File: config.mk
export PLATFORM = sky130hd
export DESIGN_NAME = rar_ctrl
export DESIGN_NICKNAME = d
export VERILOG_FILES = /design/src/design/rar_pkg.sv /design/src/design/rar_ctrl.sv
export SDC_FILE = /design/constraint.sdc
export NUM_CORES = 1
export LEC_CHECK = 0
export BUFFER_PORTS_ARGS = -buffer_cell sky130_fd_sc_hd__buf_2
export CORE_UTILIZATION = 40
export CTS_BUF_LIST = sky130_fd_sc_hd__clkbuf_4
export CTS_CLUSTER_SIZE = 16
export DETAILED_ROUTE_END_ITERATION = 6
export PLACE_DENSITY = 0.63
export SLEW_MARGIN = 20
export SYNTH_ARGS = -nofsm -noshare
export SYNTH_HDL_FRONTEND = slang
export SYNTH_SLANG_ARGS = --single-unit
File: constraint.sdc
create_clock -name clk -period 1.7 [get_ports clk]
set_input_delay 0.17 -clock clk [delete_from_list [all_inputs] [get_ports clk]]
set_output_delay 0.17 -clock clk [all_outputs]
set_load 0.03 [all_outputs]
File: src/design/rar_pkg.sv
package rar_pkg;

  localparam int OPERAND_WIDTH = 32;
  localparam int NUM_W = OPERAND_WIDTH;
  localparam int DEN_W = OPERAND_WIDTH - 1;
  localparam int PROD_W = 2 * OPERAND_WIDTH;
  localparam int SDEN_W = PROD_W - 1;
  localparam int CNT_W = $clog2(PROD_W + 1);

  typedef struct packed {
    logic load;
    logic mul_ad;
    logic mul_cb;
    logic mul_bd;
    logic absval;
    logic gcd_step;
    logic div_start;
    logic div_sel;
    logic take_qn;
    logic take_qd;
    logic emit;
  } cmd_t;

  typedef struct packed {
    logic bad;
    logic gcd_done;
    logic div_done;
  } stat_t;

  localparam logic DIV_SEL_NUM = 1'b0;
  localparam logic DIV_SEL_DEN = 1'b1;

endpackage

File: src/design/rar_ctrl.sv
module rar_ctrl (
  input  logic           clk,
  input  logic           rst,
  input  logic           start,
  output logic           busy,
  output rar_pkg::cmd_t  cmd,
  input  rar_pkg::stat_t stat
);

  typedef enum logic [11:0] {
    S_IDLE   = 12'b000000000001,
    S_CHECK  = 12'b000000000010,
    S_MUL_AD = 12'b000000000100,
    S_MUL_CB = 12'b000000001000,
    S_MUL_BD = 12'b000000010000,
    S_ABS    = 12'b000000100000,
    S_GCD    = 12'b000001000000,
    S_DN_GO  = 12'b000010000000,
    S_DN     = 12'b000100000000,
    S_DD_GO  = 12'b001000000000,
    S_DD     = 12'b010000000000,
    S_EMIT   = 12'b100000000000
  } state_t;

  state_t state;
  state_t state_next;

  assign busy = (state != S_IDLE);

  always_ff @(posedge clk) begin
    if (rst) begin
      state <= S_IDLE;
    end else begin
      state <= state_next;
    end
  end

  always_comb begin
    state_next = state;
    cmd = '0;
    cmd.div_sel = rar_pkg::DIV_SEL_NUM;
    unique case (state)
      S_IDLE: begin
        if (start) begin
          cmd.load = 1'b1;
          state_next = S_CHECK;
        end
      end
      S_CHECK: begin
        state_next = stat.bad ? S_EMIT : S_MUL_AD;
      end
      S_MUL_AD: begin
        cmd.mul_ad = 1'b1;
        state_next = S_MUL_CB;
      end
      S_MUL_CB: begin
        cmd.mul_cb = 1'b1;
        state_next = S_MUL_BD;
      end
      S_MUL_BD: begin
        cmd.mul_bd = 1'b1;
        state_next = S_ABS;
      end
      S_ABS: begin
        cmd.absval = 1'b1;
        state_next = S_GCD;
      end
      S_GCD: begin
        if (stat.gcd_done) begin
          state_next = S_DN_GO;
        end else begin
          cmd.gcd_step = 1'b1;
        end
      end
      S_DN_GO: begin
        cmd.div_start = 1'b1;
        state_next = S_DN;
      end
      S_DN: begin
        if (stat.div_done) begin
          cmd.take_qn = 1'b1;
          state_next = S_DD_GO;
        end
      end
      S_DD_GO: begin
        cmd.div_start = 1'b1;
        cmd.div_sel = rar_pkg::DIV_SEL_DEN;
        state_next = S_DD;
      end
      S_DD: begin
        if (stat.div_done) begin
          cmd.take_qd = 1'b1;
          state_next = S_EMIT;
        end
      end
      S_EMIT: begin
        cmd.emit = 1'b1;
        state_next = S_IDLE;
      end
      default: begin
        state_next = S_IDLE;
      end
    endcase
  end

endmodule

==> reports/metrics.csv, run 1 <==
metric,value,unit
outcome,finished with violations,
violations,setup timing,
fmax,0.507,GHz
final_common_cell,buf_4,
grt_pass1_vias,788,
diodes,0,
r2r_cells,9,
drtIter0Drc,21,
finalCritPeriodShare,116,%
power_switching,0.000300,W
power.leakage,0.556,nW
final_area,1250,um^2
cts_buffers,3,
via_count,850,
nNetsFinal,135,
switching_share,35.8,%
synth_largest_area_cell,dfxtp_1,
synthTopCellsByArea,"dfxtp_1, nor4b_1, nor4_4",
rows,14,
clock_latency,270,ps
hold_depth,2,
path_clk_slew,80,ps
final_util,78.6,%
die_area,1970,um^2
dr.pass1.iters,4,
antenna_found_initial,0,
cts_tree,yes,
ant_nets,0,
pwr-share-clk,22.6,%
clock-root-buffer,clkbuf_4,
crit_type,reg -> out,
internal-power,0.000538,W
comb_power_share,40.3,%
seqCellArea,251,um^2
synth_top_family_by_area,simple AND/OR/NAND/NOR gates,
grt-ovfl-total,0,
place_area,1000,um^2
n_fill_cell,98,
synthAdderAreaFrac,0,%
grt_pass1_wl,3610,um
area_growth,74.4,%
holdBufCountCts,0,
largest_reg_flops,12,
syn_nets,88,
dpl.hpwl,1480,um
synthCells,82,
clockBufferDepth,2,
cp-start-kind,flop,
relSlewSlack,70.0,%
synth.top_cell.area_share,33.4,%
setup_viol,20,
worst_slack,-273,ps
routed_wl,2370,um
track_usage,25.6,%
core_area,1590,um^2
rr_startpoint,state[0],
drive_gt1_share,62.5,%
port_buffers,17,
synth_mux_area_share,0,%
yosysWarnings,0,
netlist_area,718,um^2
synthSimpleGateAreaFrac,44.4,%
hold_viol_final,0,
r2r-end,state[10],
cts_sinks,12,
grt_start_max_net_pins,8,
crit_required,1530,ps
die_width,44.4,um
hold_class,in -> reg,
rsz0062_at_grt,true,
worst_pin_slew,444,ps
seqPwrFrac,37.1,%
ys_seq_elements,12,
top_register,state,
p_total,0.000838,W
wl_per_cell,15.6,um
yosysUniqueCellTypes,33,
ios,18,
reg2reg_slack,-130,ps
pwr_density_cell,669,nW/um^2
seq_area_frac_synth,33.4,%
initial_core_util,45.1,%
hold_end,state[2],
fin_skew,3.20,ps
synthXorXnorAreaFrac,3.66,%
reg.largest.list,state (12),
gp_congestion,0.760,
die_y,44.4,um
min-delay-start,stat[2],
min_period,1970,ps
max-vdd-ir-drop,0.605,mV
syn_area_per_cell,8.76,um^2
crit_arrival,1800,ps
drc,0,
drt-vias-per-instance,5.59,
maxCapViolations,0,
multi_input_area,559,um^2
final_cell_mix,"buf_4, buf_6, nor2_1",
crit_fanout,4,
drv_slew,0,
htree_levels,1,
synth_compound_area_share,13.8,%
end_kind,output port,
## synth_stat cells
library cell and n:
a21oi_1 1, a21oi_2 1, a221o_1 1, a32oi_1 1, a41oi_1 1, and2_1 1
and3b_1 1, buf_1 1, clkbuf_1 2, dfxtp_1 12, inv_1 6, nand2_1 6
nand2b_1 1, nand3_1 4, nand4_1 3, nand4b_1 1, nor2_1 10, nor2b_1 3
nor3_1 3, nor3_2 1, nor3b_1 2, nor4_1 1, nor4_2 2, nor4_4 2
nor4b_1 5, o211ai_2 1, o21ai_0 1, o21ba_2 1, o221ai_2 1, o31ai_1 2
or4b_4 1, xnor2_1 1, xor2_1 2
## repair_timing
action / in CTS / in global routing
endpoints found under the hold margin: 0 / 0
pin swaps: 4 / 5
gates resized for setup: 26 / 12
gates cloned: 0 / 0
endpoints found under the setup margin: 12 / 20
setup buffers: 8 / 7
## cell families after synthesis
kind of cell | after synthesis
buf+inv | 9
flops | 12
simple gates | 47
xor+xnor | 3
compound gates | 11
## area by class of cell
class                           count  share of cell area, %
Timing Repair Buffer               45                   29.0
Clock buffer                        3                   1.80
Tap cell                           24                   2.40
Inverter                            6                   1.80
Sequential cell                    12                   20.1
Clock inverter                      1                  0.300
Multi-Input combinational cell     61                   44.7
## through the flow
stage	instances	setup TNS, ps	hold slack, ps	setup slack, ps
after detailed placement	134	-8.42	363	-8.42
after global placement	134	-7.44	357	-7.44
final	152	-2430	63.7	-273
after global routing	152	-4240	55.3	-385
after floorplan	82	-327	232	-164
after CTS	145	-1450	71.1	-232
## routing by layer
| layer | global-route usage, % | wire length, um | vias up |
|---|---|---|---|
| met1 | 28.5 | 993 | 415 |
| met5 | 0 | 0 | - |
| met4 | 9.09 | 49 | 0 |
| met3 | 6.94 | 125 | 6 |
| li1 | - | - | 395 |
| met2 | 46.2 | 1200 | 34 |
## how the worst max path moves through the flow
stage                        start      to  slack, ps  depth (start not counted)
after global routing      state[0]  cmd[7]       -390                          6
after floorplan           state[4]  cmd[0]       -160                          4
after CTS                 state[3]  cmd[7]       -230                          6
after detailed placement  state[0]  cmd[4]         -8                          5
after global placement    state[0]  cmd[4]         -7                          5
final                     state[0]  cmd[7]       -270                          6
## critical path, stage by stage (launching register included)
cell	delay, ps
dfxtp_2	350
nor4_4	400
nand2_1	140
nor3_2	190
inv_1	100
nor3b_2	170
buf_4	180
## power by group through the flow
stage | clock network [W] | registers [W] | logic (W)
3_3_place_gp | 0 | 0.000316 | 0.000239
6_report | 0.000189 | 0.000311 | 0.000338
3_5_place_dp | 0 | 0.000316 | 0.000243
4_1_cts | 0.000193 | 0.000311 | 0.000302
2_1_floorplan | 0 | 0.000313 | 0.000170
5_1_grt | 0.000215 | 0.000313 | 0.000360
Note: power is estimated with default switching activity, not from simulation.
==> run 2, diff against run 1 <==
SETUP_SLACK_MARGIN = 0.15   (was not set)
==> run 2 against run 1 <==
Compared with the run above: the run still ends with setup timing left; flip-flop and latch count is the same; routed wire length grew 1.2%; power increased by 6.5%; sequential power is essentially flat; core utilization increased by 5.7 points.
==> reports/metrics.csv, run 2 (synthesis gave the netlist of run 1 again) <==
metric,value,unit,change
end_kind,output port,,
dpl.hpwl,1440,um,-2.5%
gp_congestion,0.810,,+6.6%
finalCritPeriodShare,119,%,+2.9 points
rows,14,,unchanged
path_clk_slew,90,ps,about the same
n_fill_cell,85,,-13%
outcome,finished with violations,,
fin_skew,12.1,ps,+8.86 ps
crit_fanout,4,,unchanged
die_y,44.4,um,unchanged
antenna_found_initial,0,,unchanged
cts_buffers,3,,unchanged
ant_nets,0,,unchanged
top_register,state,,
setup_viol,17,,-15%
grt_pass1_wl,3550,um,-1.7%
rsz0062_at_grt,true,,
worst_slack,-322,ps,-48.9 ps
worst_path_max_delay_cell,nor4_4,,
final_cell_mix,"buf_4, buf_6, nor2_1",,
die_width,44.4,um,unchanged
cts_tree,yes,,
drv_slew,0,,unchanged
reg.largest.list,state (12),,
routed_wl,2400,um,+1.2%
violations,setup timing,,
finalNonFillerCells,153,,+0.66%
multi_input_area,631,um^2,+13%
fmax,0.495,GHz,-2.4%
crit_arrival,1850,ps,+50 ps
grt_pass1_vias,763,,-3.2%
final_util,84.2,%,+5.7 points
nNetsFinal,136,,+0.74%
cp_top_family,simple AND/OR/NAND/NOR gates,,
grt_start_max_net_pins,8,,unchanged
area_growth,86.9,%,
relSlewSlack,71.4,%,+1.4 points
path_buf_inv,2,,unchanged
drtIter0Drc,28,,+33%
dr.pass1.iters,4,,unchanged
pwr_density_cell,665,nW/um^2,-0.61%
initial_core_util,45.1,%,unchanged
port_buffers,17,,unchanged
ios,18,,unchanged
clock_latency,290,ps,+20 ps
largest_reg_flops,12,,unchanged
seqCellArea,251,um^2,unchanged
htree_levels,1,,unchanged
min_period,2020,ps,+48.9 ps
drive_gt1_share,67.4,%,+4.9 points
wl_per_cell,15.7,um,+0.52%
clockBufferDepth,2,,unchanged
crit_required,1530,ps,about the same
final_common_cell,buf_4,,
grt-ovfl-total,0,,unchanged
drt-vias-per-instance,5.50,,-1.7%
dpl_worst_slack,-42.3,ps,-33.9 ps
core_area,1590,um^2,unchanged
hold_viol_final,0,,unchanged
cpPeakStageDelay,440,ps,+40 ps
via_count,841,,-1.1%
holdBufCountCts,0,,unchanged
crit_type,reg -> out,,
die_area,1970,um^2,unchanged
cts_sinks,12,,unchanged
track_usage,25.4,%,-0.19 points
placed_cells,137,,+2.2%
maxCapViolations,0,,unchanged
clock-root-buffer,clkbuf_4,,
path_common_cell,buf_6,,
worst_pin_slew,423,ps,-21.6 ps
cp-start-kind,flop,,
crit_chain,"nor4_4, and2_4, nand4b_1, buf_6, o31ai_4, buf_6",,
hold_class,in -> reg,,
drc,0,,unchanged
max-vdd-ir-drop,0.462,mV,-24%
power.leakage,0.549,nW,-1.1%
diodes,0,,unchanged
## run 2: cell type report
| class | instances | share of cell area, % |
|---|---|---|
| clock inverters | 1 | 0.280 |
| flip-flops and latches | 12 | 18.7 |
| inverters | 6 | 1.68 |
| multi-input cells | 61 | 47.0 |
| well taps | 24 | 2.24 |
| clock buffers | 3 | 1.68 |
| repair buffers | 46 | 28.4 |
## run 2: power breakdown
| group | switching, W | internal [W] |
|---|---|---|
| sequential | 0.0000161 | 0.000295 |
| clock | 0.000107 | 0.0000855 |
| combinational | 0.000206 | 0.000184 |
| total | 0.000329 | 0.000564 |
## run 2: repair_timing
| action | CTS | global route |
|---|---|---|
| gates cloned | 0 | 0 |
| setup buffers | 8 | 4 |
| pin swaps | 8 | 8 |
| resized for setup | 31 | 14 |
| endpoints found under the setup margin | 21 | 21 |
## run 2: per-stage QoR
stage	cell area, um^2	hold slack (ps)	total power, W	setup TNS [ps]
CTS	1250	41.3	0.000825	-1860
detailed placement	1050	363	0.000572	-42.3
global placement	1050	367	0.000568	-41.8
floorplan	826	232	0.000489	-8.59
finish	1340	46.0	0.000893	-2780
global route	1340	45.9	0.000929	-3790
## run 2: path summary, 6_finish.rpt
| check | from | endpoint | slack [ps] | cells after the start |
|---|---|---|---|---|
| max | state[1] | cmd[4] | -320 | 6 |
| min | stat[2] | state[2] | 50 | 2 |
| max reg2reg | state[1] | state[0] | -90 | 8 |
| min reg2reg | state[10] | state[10] | 530 | 2 |
## run 2: metal layers
layer,up-vias,routed length (um),GRT usage (%)
li1,401,-,-
met1,404,1040,32.7
met2,28,1200,41.2
met3,8,91,4.90
met4,0,56,10.9
met5,-,0,0
